### src/rrvg_pkg.sv
// Shared types, constants and register codes for the rounded rectangle gradient core.
package rrvg_pkg;

  localparam int MAX_DIM = 4096;

  localparam int COORD_W = 13;
  localparam int ORG_W   = 12;
  localparam int DIM_W   = 13;
  localparam int RAD_W   = 12;
  localparam int COLOR_W = 32;
  localparam int CH_W    = 8;
  localparam int N_CH    = COLOR_W / CH_W;
  localparam int ROW_W   = $clog2(MAX_DIM);
  localparam int SQ_W    = 2 * RAD_W;
  localparam int NUM_W   = CH_W + ROW_W;
  localparam int QUO_W   = CH_W;
  localparam int DIV_STAGES     = 4;
  localparam int BITS_PER_STAGE = QUO_W / DIV_STAGES;

  // Pipeline taps: tap 0 is the geometry register, the last tap feeds the output register.
  localparam int DRAW_TAP = 2;
  localparam int LAST_TAP = DIV_STAGES + 1;
  localparam int PIPE_LAT = LAST_TAP + 2;

  localparam int CFG_IDX_W = 3;

  typedef enum logic [CFG_IDX_W-1:0] {
    CFG_ORIGIN_X      = 3'd0,
    CFG_ORIGIN_Y      = 3'd1,
    CFG_RECT_WIDTH    = 3'd2,
    CFG_RECT_HEIGHT   = 3'd3,
    CFG_CORNER_RADIUS = 3'd4,
    CFG_START_COLOR   = 3'd5,
    CFG_END_COLOR     = 3'd6
  } cfg_reg_t;

  typedef struct packed {
    logic [COORD_W-1:0] pixel_x;
    logic [COORD_W-1:0] pixel_y;
  } in_t;

  typedef struct packed {
    logic [COORD_W-1:0] out_x;
    logic [COORD_W-1:0] out_y;
    logic               draw_enable;
    logic [CH_W-1:0]    red;
    logic [CH_W-1:0]    green;
    logic [CH_W-1:0]    blue;
    logic [CH_W-1:0]    alpha;
  } out_t;

  // Register contents as seen by the datapath; width and height already saturated.
  typedef struct packed {
    logic [ORG_W-1:0]   origin_x;
    logic [ORG_W-1:0]   origin_y;
    logic [DIM_W-1:0]   width;
    logic [DIM_W-1:0]   height;
    logic [RAD_W-1:0]   radius;
    logic [COLOR_W-1:0] start_color;
    logic [COLOR_W-1:0] end_color;
  } cfg_t;

  typedef struct packed {
    logic [COORD_W-1:0] px;
    logic [COORD_W-1:0] py;
    logic               row_in;
    logic               in_rect;
    logic [RAD_W-1:0]   dx_mag;
    logic [RAD_W-1:0]   dy_mag;
    logic [ROW_W-1:0]   row;
  } geo_t;

  function automatic logic [DIM_W-1:0] sat_dim(input logic [DIM_W-1:0] v);
    logic [DIM_W-1:0] lim;
    lim = DIM_W'(MAX_DIM);
    return (v > lim) ? lim : v;
  endfunction

endpackage

### src/rounded_rect_vertical_gradient_core.sv
// Top level of the rounded rectangle vertical gradient core.
// One pixel is taken in every clock cycle; busy never rises. The result of an accepted pixel
// is on out_valid/out_data for exactly one cycle, and results come out in order. A pixel
// passes one geometry stage, one multiply stage, the gradient divider of four stages of two
// quotient bits each, and then the output register. The receiver cannot stall the core, so
// out_data must be taken in the cycle that out_valid is high.
// Register writes take effect at once; write them only while no pixel is in flight.
module rounded_rect_vertical_gradient_core (
  input  logic                              clk,
  input  logic                              rst_n,
  input  logic                              start,
  output logic                              busy,
  input  rrvg_pkg::in_t                     in_data,
  output logic                              out_valid,
  output rrvg_pkg::out_t                    out_data,
  input  logic                              cfg_we,
  input  logic [rrvg_pkg::CFG_IDX_W-1:0]    cfg_index,
  input  logic [rrvg_pkg::COLOR_W-1:0]      cfg_wdata
);

  localparam int LT = rrvg_pkg::LAST_TAP;
  localparam int DT = rrvg_pkg::DRAW_TAP;

  rrvg_pkg::cfg_t cfg;
  rrvg_pkg::geo_t geo_a;
  logic           draw_c;
  logic           accept;

  logic                           vld_r    [0:LT];
  logic [rrvg_pkg::COORD_W-1:0]   x_r      [1:LT];
  logic [rrvg_pkg::COORD_W-1:0]   y_r      [1:LT];
  logic                           row_in_r [1:LT];
  logic                           draw_r   [DT+1:LT];
  logic [rrvg_pkg::CH_W-1:0]      ch_val   [0:rrvg_pkg::N_CH-1];

  logic                           out_valid_r;
  rrvg_pkg::out_t                 out_data_r;

  assign busy   = 1'b0;
  assign accept = start && !busy;

  rrvg_cfg u_cfg (
    .clk       (clk),
    .rst_n     (rst_n),
    .cfg_we    (cfg_we),
    .cfg_index (cfg_index),
    .cfg_wdata (cfg_wdata),
    .cfg       (cfg)
  );

  rrvg_geom u_geom (
    .clk     (clk),
    .in_data (in_data),
    .cfg     (cfg),
    .geo_a   (geo_a),
    .draw_c  (draw_c)
  );

  // Channel 0 is red in the top byte of the packed colors.
  for (genvar c = 0; c < rrvg_pkg::N_CH; c++) begin : g_ch
    localparam int SH = (rrvg_pkg::N_CH - 1 - c) * rrvg_pkg::CH_W;
    rrvg_chan u_chan (
      .clk      (clk),
      .start_ch (cfg.start_color[SH +: rrvg_pkg::CH_W]),
      .end_ch   (cfg.end_color[SH +: rrvg_pkg::CH_W]),
      .height   (cfg.height),
      .row      (geo_a.row),
      .value    (ch_val[c])
    );
  end

  always_ff @(posedge clk) begin
    if (!rst_n) begin
      for (int i = 0; i <= LT; i++) begin
        vld_r[i] <= 1'b0;
      end
      out_valid_r <= 1'b0;
    end else begin
      vld_r[0] <= accept;
      for (int i = 1; i <= LT; i++) begin
        vld_r[i] <= vld_r[i-1];
      end
      out_valid_r <= vld_r[LT];
    end
  end

  always_ff @(posedge clk) begin
    x_r[1]      <= geo_a.px;
    y_r[1]      <= geo_a.py;
    row_in_r[1] <= geo_a.row_in;
    for (int i = 2; i <= LT; i++) begin
      x_r[i]      <= x_r[i-1];
      y_r[i]      <= y_r[i-1];
      row_in_r[i] <= row_in_r[i-1];
    end
    draw_r[DT+1] <= draw_c;
    for (int i = DT + 2; i <= LT; i++) begin
      draw_r[i] <= draw_r[i-1];
    end
  end

  // Rows outside the rectangle report a black, transparent color.
  always_ff @(posedge clk) begin
    out_data_r.out_x       <= x_r[LT];
    out_data_r.out_y       <= y_r[LT];
    out_data_r.draw_enable <= draw_r[LT];
    out_data_r.red         <= row_in_r[LT] ? ch_val[0] : '0;
    out_data_r.green       <= row_in_r[LT] ? ch_val[1] : '0;
    out_data_r.blue        <= row_in_r[LT] ? ch_val[2] : '0;
    out_data_r.alpha       <= row_in_r[LT] ? ch_val[3] : '0;
  end

  assign out_valid = out_valid_r;
  assign out_data  = out_data_r;

endmodule

### src/rrvg_cfg.sv
// Configuration register file with saturation of the rectangle dimensions.
module rrvg_cfg (
  input  logic                              clk,
  input  logic                              rst_n,
  input  logic                              cfg_we,
  input  logic [rrvg_pkg::CFG_IDX_W-1:0]    cfg_index,
  input  logic [rrvg_pkg::COLOR_W-1:0]      cfg_wdata,
  output rrvg_pkg::cfg_t                    cfg
);

  logic [rrvg_pkg::ORG_W-1:0]   origin_x_r;
  logic [rrvg_pkg::ORG_W-1:0]   origin_y_r;
  logic [rrvg_pkg::DIM_W-1:0]   width_r;
  logic [rrvg_pkg::DIM_W-1:0]   height_r;
  logic [rrvg_pkg::RAD_W-1:0]   radius_r;
  logic [rrvg_pkg::COLOR_W-1:0] start_color_r;
  logic [rrvg_pkg::COLOR_W-1:0] end_color_r;

  always_ff @(posedge clk) begin
    if (!rst_n) begin
      origin_x_r    <= '0;
      origin_y_r    <= '0;
      width_r       <= rrvg_pkg::DIM_W'(1);
      height_r      <= rrvg_pkg::DIM_W'(1);
      radius_r      <= '0;
      start_color_r <= '0;
      end_color_r   <= '0;
    end else if (cfg_we) begin
      unique case (rrvg_pkg::cfg_reg_t'(cfg_index))
        rrvg_pkg::CFG_ORIGIN_X:      origin_x_r    <= cfg_wdata[rrvg_pkg::ORG_W-1:0];
        rrvg_pkg::CFG_ORIGIN_Y:      origin_y_r    <= cfg_wdata[rrvg_pkg::ORG_W-1:0];
        rrvg_pkg::CFG_RECT_WIDTH:    width_r       <= cfg_wdata[rrvg_pkg::DIM_W-1:0];
        rrvg_pkg::CFG_RECT_HEIGHT:   height_r      <= cfg_wdata[rrvg_pkg::DIM_W-1:0];
        rrvg_pkg::CFG_CORNER_RADIUS: radius_r      <= cfg_wdata[rrvg_pkg::RAD_W-1:0];
        rrvg_pkg::CFG_START_COLOR:   start_color_r <= cfg_wdata;
        rrvg_pkg::CFG_END_COLOR:     end_color_r   <= cfg_wdata;
        default: ;
      endcase
    end
  end

  always_comb begin
    cfg.origin_x    = origin_x_r;
    cfg.origin_y    = origin_y_r;
    cfg.width       = rrvg_pkg::sat_dim(width_r);
    cfg.height      = rrvg_pkg::sat_dim(height_r);
    cfg.radius      = radius_r;
    cfg.start_color = start_color_r;
    cfg.end_color   = end_color_r;
  end

endmodule

### src/rrvg_geom.sv
// Rectangle membership and rounded corner test, three register stages.
module rrvg_geom (
  input  logic            clk,
  input  rrvg_pkg::in_t   in_data,
  input  rrvg_pkg::cfg_t  cfg,
  output rrvg_pkg::geo_t  geo_a,
  output logic            draw_c
);

  logic signed [15:0] px_s, py_s, x0_s, y0_s, x1_s, y1_s, r_s;
  logic signed [15:0] xl_s, xh_s, yl_s, yh_s, dx_s, dy_s, dx_abs, dy_abs;
  logic               row_in, in_rect, on_corner;

  rrvg_pkg::geo_t             geo_r;
  logic [rrvg_pkg::SQ_W-1:0]  dx2_r, dy2_r, rr_r;
  logic                       in_rect_b_r;
  logic                       draw_r;

  always_comb begin
    px_s = signed'({3'b0, in_data.pixel_x});
    py_s = signed'({3'b0, in_data.pixel_y});
    x0_s = signed'({4'b0, cfg.origin_x});
    y0_s = signed'({4'b0, cfg.origin_y});
    x1_s = x0_s + signed'({3'b0, cfg.width}) - 16'sd1;
    y1_s = y0_s + signed'({3'b0, cfg.height}) - 16'sd1;
    r_s  = signed'({4'b0, cfg.radius});
    xl_s = x0_s + r_s;
    xh_s = x1_s - r_s;
    yl_s = y0_s + r_s;
    yh_s = y1_s - r_s;

    row_in  = (cfg.width != '0) && (cfg.height != '0) && (py_s >= y0_s) && (py_s <= y1_s);
    in_rect = row_in && (px_s >= x0_s) && (px_s <= x1_s);

    // The row offset only counts when the column lies in a corner band.
    on_corner = 1'b1;
    dx_s      = 16'sd0;
    dy_s      = 16'sd0;
    if (px_s < xl_s) begin
      dx_s = px_s - xl_s;
    end else if (px_s >= xh_s) begin
      dx_s = px_s - xh_s;
    end else begin
      on_corner = 1'b0;
    end
    if (on_corner) begin
      if (py_s < yl_s) begin
        dy_s = py_s - yl_s;
      end else if (py_s >= yh_s) begin
        dy_s = py_s - yh_s;
      end
    end
    dx_abs = (dx_s < 16'sd0) ? -dx_s : dx_s;
    dy_abs = (dy_s < 16'sd0) ? -dy_s : dy_s;
  end

  always_ff @(posedge clk) begin
    geo_r.px      <= in_data.pixel_x;
    geo_r.py      <= in_data.pixel_y;
    geo_r.row_in  <= row_in;
    geo_r.in_rect <= in_rect;
    geo_r.dx_mag  <= dx_abs[rrvg_pkg::RAD_W-1:0];
    geo_r.dy_mag  <= dy_abs[rrvg_pkg::RAD_W-1:0];
    geo_r.row     <= rrvg_pkg::ROW_W'(py_s - y0_s);
  end

  always_ff @(posedge clk) begin
    dx2_r       <= geo_r.dx_mag * geo_r.dx_mag;
    dy2_r       <= geo_r.dy_mag * geo_r.dy_mag;
    rr_r        <= cfg.radius * cfg.radius;
    in_rect_b_r <= geo_r.in_rect;
  end

  always_ff @(posedge clk) begin
    draw_r <= in_rect_b_r &&
              (({1'b0, dx2_r} + {1'b0, dy2_r}) <= {1'b0, rr_r});
  end

  assign geo_a  = geo_r;
  assign draw_c = draw_r;

endmodule

### src/rrvg_chan.sv
// One color channel: scaled difference, pipelined restoring divide and floor correction.
module rrvg_chan (
  input  logic                          clk,
  input  logic [rrvg_pkg::CH_W-1:0]     start_ch,
  input  logic [rrvg_pkg::CH_W-1:0]     end_ch,
  input  logic [rrvg_pkg::DIM_W-1:0]    height,
  input  logic [rrvg_pkg::ROW_W-1:0]    row,
  output logic [rrvg_pkg::CH_W-1:0]     value
);

  localparam int NS = rrvg_pkg::DIV_STAGES;

  logic [rrvg_pkg::NUM_W-1:0] rem_r [0:NS];
  logic [rrvg_pkg::QUO_W-1:0] quo_r [0:NS];
  logic [rrvg_pkg::CH_W-1:0]  s_r   [0:NS];
  logic                       neg_r [0:NS];

  logic                       neg_nxt;
  logic [rrvg_pkg::CH_W-1:0]  mag_nxt;

  always_comb begin
    neg_nxt = end_ch < start_ch;
    mag_nxt = neg_nxt ? (start_ch - end_ch) : (end_ch - start_ch);
  end

  always_ff @(posedge clk) begin
    rem_r[0] <= mag_nxt * row;
    quo_r[0] <= '0;
    s_r[0]   <= start_ch;
    neg_r[0] <= neg_nxt;
  end

  // Inside the rectangle the row is below the height, so the quotient fits in one channel width.
  for (genvar k = 0; k < NS; k++) begin : g_div
    logic [rrvg_pkg::NUM_W-1:0] rem_nxt;
    logic [rrvg_pkg::QUO_W-1:0] quo_nxt;

    always_comb begin
      logic [rrvg_pkg::NUM_W:0] trial;
      rem_nxt = rem_r[k];
      quo_nxt = quo_r[k];
      for (int j = 0; j < rrvg_pkg::BITS_PER_STAGE; j++) begin
        trial = {1'b0, rem_nxt} -
                (((rrvg_pkg::NUM_W + 1)'(height)) <<
                 (rrvg_pkg::QUO_W - 1 - k * rrvg_pkg::BITS_PER_STAGE - j));
        if (!trial[rrvg_pkg::NUM_W]) begin
          rem_nxt = trial[rrvg_pkg::NUM_W-1:0];
          quo_nxt[rrvg_pkg::QUO_W - 1 - k * rrvg_pkg::BITS_PER_STAGE - j] = 1'b1;
        end
      end
    end

    always_ff @(posedge clk) begin
      rem_r[k+1] <= rem_nxt;
      quo_r[k+1] <= quo_nxt;
      s_r[k+1]   <= s_r[k];
      neg_r[k+1] <= neg_r[k];
    end
  end

  // A falling ramp rounds toward minus infinity, so a nonzero remainder adds one step.
  logic [rrvg_pkg::CH_W:0]   quo_up;
  logic signed [rrvg_pkg::CH_W+1:0] sum;

  always_comb begin
    quo_up = {1'b0, quo_r[NS]} + (rrvg_pkg::CH_W + 1)'(rem_r[NS] != '0);
    if (neg_r[NS]) begin
      sum = signed'({2'b0, s_r[NS]}) - signed'({1'b0, quo_up});
    end else begin
      sum = signed'({2'b0, s_r[NS]}) + signed'({2'b0, quo_r[NS]});
    end
    if (sum[rrvg_pkg::CH_W+1]) begin
      value = '0;
    end else if (sum[rrvg_pkg::CH_W]) begin
      value = '1;
    end else begin
      value = sum[rrvg_pkg::CH_W-1:0];
    end
  end

endmodule

### config.mk
export PLATFORM = sky130hd
export DESIGN_NAME = rounded_rect_vertical_gradient_core
export DESIGN_NICKNAME = d
export VERILOG_FILES = /design/src/rrvg_pkg.sv /design/src/rounded_rect_vertical_gradient_core.sv /design/src/rrvg_cfg.sv /design/src/rrvg_geom.sv /design/src/rrvg_chan.sv
export SDC_FILE = /design/constraint.sdc
export NUM_CORES = 2
export LEC_CHECK = 0
export BUFFER_PORTS_ARGS = -buffer_cell sky130_fd_sc_hd__buf_2
export CAP_MARGIN = 10
export CORE_AREA = 2 2 409 411
export DETAILED_ROUTE_END_ITERATION = 6
export DIE_AREA = 0 0 411 413
export PLACE_DENSITY = 0.72
export SYNTH_ARGS = -nofsm -noshare
export SYNTH_HDL_FRONTEND = slang
export SYNTH_HIERARCHICAL = 1
export SYNTH_SLANG_ARGS = --single-unit
### constraint.sdc
create_clock -name clk -period 10.5 [get_ports clk]
set_input_delay 2.1 -clock clk [delete_from_list [all_inputs] [get_ports clk]]
set_output_delay 2.1 -clock clk [all_outputs]
set_load 0.02 [all_outputs]
==> flow_metrics.tcl <==
set metrics [dict create \
    status "complete, no violations" \
    rrSetupSlack_ns 2.01 \
    cts_tree "done" \
    min_from "g_ch[2].u_chan/s_r[0][6]$_DFF_P_" \
    htree_levels 3 \
    post_drt_wl_per_cell_um 16.99 \
    yosysWarnings 6 \
    path_class "reg2reg" \
    clk_pin_slew_ns 0.07 \
    layout_min_cycle_time_ns 8.491 \
    clock_latency_ns 0.78 \
    postCtsSetupRepairBufs 0 \
    setup_viol 0 \
    synthTopCellsByArea "dfxtp_1 25%, ha_1 16%, fa_1 12%" \
    reg2regPathDepth 26 \
    period_share_pct 80.87 \
    rows 150 \
    fill_cells 14250 \
    grt_max_degree 71 \
    ys.flop_type "dfxtp_1" \
    rsz0062_at_grt "false" \
    start_util_pct 54.55 \
    cp-start-kind "flip-flop" \
    wl_met2_um 100700 \
    cp.arrival_ns 9.18 \
    syn_area_sq_um 90510 \
    yosysTopAreaCellShare_pct 24.88 \
    critPathCaptureType "flip-flop" \
    fmax_ghz 0.1178 \
    ys_seq_area_share_pct 24.88 \
    synthTopCellsByCount "1,226 x inv_1, 1,140 x ha_1, 1,125 x dfxtp_1, 750 x nand2_1, 593 x nor2_1" \
    synth_nets 11870 \
    r2r_start "u_cfg/start_color_r[17]$_SDFFE_PN0P_" \
    grt_antenna_before_repair 10 \
    gp_congestion 0.9277 \
    synth_top_area_cell "dfxtp_1" \
    tns_ns 0 \
    required_ns 11.19 \
    io_pins 126 \
    ys_async_sr_fraction_pct 0 \
    min_path_type "reg2reg" \
    hold_ws_ns 0.3158 \
    slew_viol_final 0 \
    syn_avg_cell_area_sq_um 8.934 \
    highest_layer "met5" \
    holdBufCountCts 0 \
    hold_violations 0 \
    synthCells 10130 \
    die_h_um 413 \
    grt_pass1_vias 70160 \
    drt_first_pass_iters 6 \
    clockRootBuffer "clkbuf_16" \
    core_sq_um 165900 \
    wl_met1_um 93310 \
    slew_headroom_pct 20.67 \
    finClkSkew_ns 0.04196 \
    synth_edf_count 0 \
    crit_end "g_ch[1].u_chan/rem_r[0][18]$_DFF_P_" \
    dieArea_sq_um 169700 \
    cp_max_fo 9 \
    cts_buffers 117 \
    drv_cap 0 \
    initialDrtViolationCount 4247 \
    r2r_end "g_ch[1].u_chan/rem_r[0][18]$_DFF_P_" \
    wl_met3_um 10930 \
    cts_resized 0 \
    final_antenna_net_count 0 \
    synth.most_common_cell "inv_1" \
    fin_nets 12000 \
    route.detailed.drc 0 \
    synth.distinct_cells 132 \
    worst-slew-pin-transition_ns 1.177 \
    vias 69990 \
    numClockSinks 1125 \
    hpwl_um 167500 \
    startpoint "u_cfg/start_color_r[17]$_SDFFE_PN0P_" \
    gr-total-overflow 0 \
    drive_gt1_share_pct 7.562 \
    vias_per_cell 5.571 \
    finalWirelength_um 213500 \
    area_delta_synth_final_pct 7.968 \
    portBuffers 124 \
    ys_seq_elements 1125 \
    die_x_um 411 \
    grt_use_total_pct 24.97 \
    clk_path_buf_depth 3 \
    grt_pass1_wl_um 349000 \
]
[critical path, cell delays in order, from the launching register on]
cell and delay, ns:
dfxtp_1 0.43, inv_1 0.12, fa_1 0.45, a21o_1 0.19
a21o_1 0.18, a21oi_1 0.16, nor2_1 0.08, o41ai_2 0.92
mux2_2 0.42, a21oi_1 0.30, o31ai_1 0.18, nor2_1 0.58
nor2b_1 0.15, fa_1 0.53, fa_1 0.52, fa_1 0.54
inv_1 0.05, fa_1 0.53, inv_1 0.04, ha_1 0.35
and2_1 0.20, a31oi_1 0.13, o21ai_0 0.17, o41ai_1 0.61
o21ai_0 0.19, a21oi_1 0.21, xnor2_1 0.13
[registers in the layout, indices dropped and copies added (netlist names), 3 cells and up]
register	count
out_data	59
y_r	65
g_ch.u_chan/neg_r	20
u_cfg/origin_y_r	12
u_cfg/end_color_r	32
u_geom/dx2_r	23
g_ch.u_chan/rem_r	400
g_ch.u_chan/s_r	160
u_cfg/width_r	13
u_geom/rr_r	23
u_cfg/radius_r	12
u_cfg/start_color_r	32
g_ch.u_chan/quo_r	80
u_cfg/height_r	13
vld_r	6
x_r	65
u_geom/geo_a	64
u_cfg/origin_x_r	12
row_in_r	5
draw_r	3
u_geom/dy2_r	23
[metal layers]
layer | vias up | track usage, %
li1 | 34530 | -
met1 | 33470 | 31.40
met2 | 1593 | 42.94
met3 | 384 | 3.852
met4 | 16 | 9.713
met5 | - | 0
[worst min path at each step]
stage                     slack (ns)  cells after the start                                  to
after floorplan                 0.31                      0                   draw_r[3]$_DFF_P_
after global placement          0.31                      0  g_ch[1].u_chan/quo_r[3][6]$_DFF_P_
after detailed placement        0.31                      0              row_in_r[0][4]$_DFF_P_
after CTS                       0.29                      0   g_ch[1].u_chan/s_r[0][33]$_DFF_P_
after global routing            0.32                      0   g_ch[2].u_chan/s_r[0][14]$_DFF_P_
final                           0.32                      0   g_ch[2].u_chan/s_r[0][14]$_DFF_P_
[per-stage QoR]
| stage | cells | utilization [%] | area (sq um) | setup slack (ns) |
|---|---|---|---|---|
| detailed placement | 12340 | 56.43 | 93630 | 2.108 |
| finish | 12560 | 58.90 | 97720 | 2.009 |
| global route | 12560 | 58.89 | 97710 | 1.508 |
| CTS | 12560 | 58.88 | 97690 | 2.094 |
| floorplan | 10130 | - | 90510 | 2.573 |
| global placement | 12340 | 56.43 | 93630 | 2.255 |
[cells by family after synthesis]
family          Yosys count  share of synthesized area (%)
mux                     416                          4.902
fa+ha+maj              1677                          27.64
simple gates           2812                          15.87
flops                  1125                          24.88
compound gates         2021                          14.38
buf+inv                1438                          6.116
other cells               1                       0.004143
xor+xnor                641                          6.211
[area by class of cell]
class                   count  area (sq um)  area share (%)
diodes                      5         12.51         0.01280
clock buffers             144          3189           3.264
clock inverters            74         875.8          0.8963
inverters                1241          4659           4.768
multi-input cells        7568         62480           63.94
flip-flops and latches   1125         22530           23.05
well taps                2204          2758           2.822
repair buffers            203          1220           1.248
[placed cells by master, fill, tap and decap left out, types with 141 or more instances in the layout]
master,instances
nor2b_1,284
o21ai_0,429
xor2_1,185
fa_1,537
nor2_1,593
nand2_1,750
mux2i_1,228
a21oi_1,582
and2_1,350
inv_1,1226
dfxtp_1,1122
nor3_1,152
mux2_2,155
xnor2_1,455
o21a_1,141
a21o_1,184
ha_1,1140
Power is not shown: default switching activity piles up to over one toggle a cycle in this logic, so the estimate is an artifact.
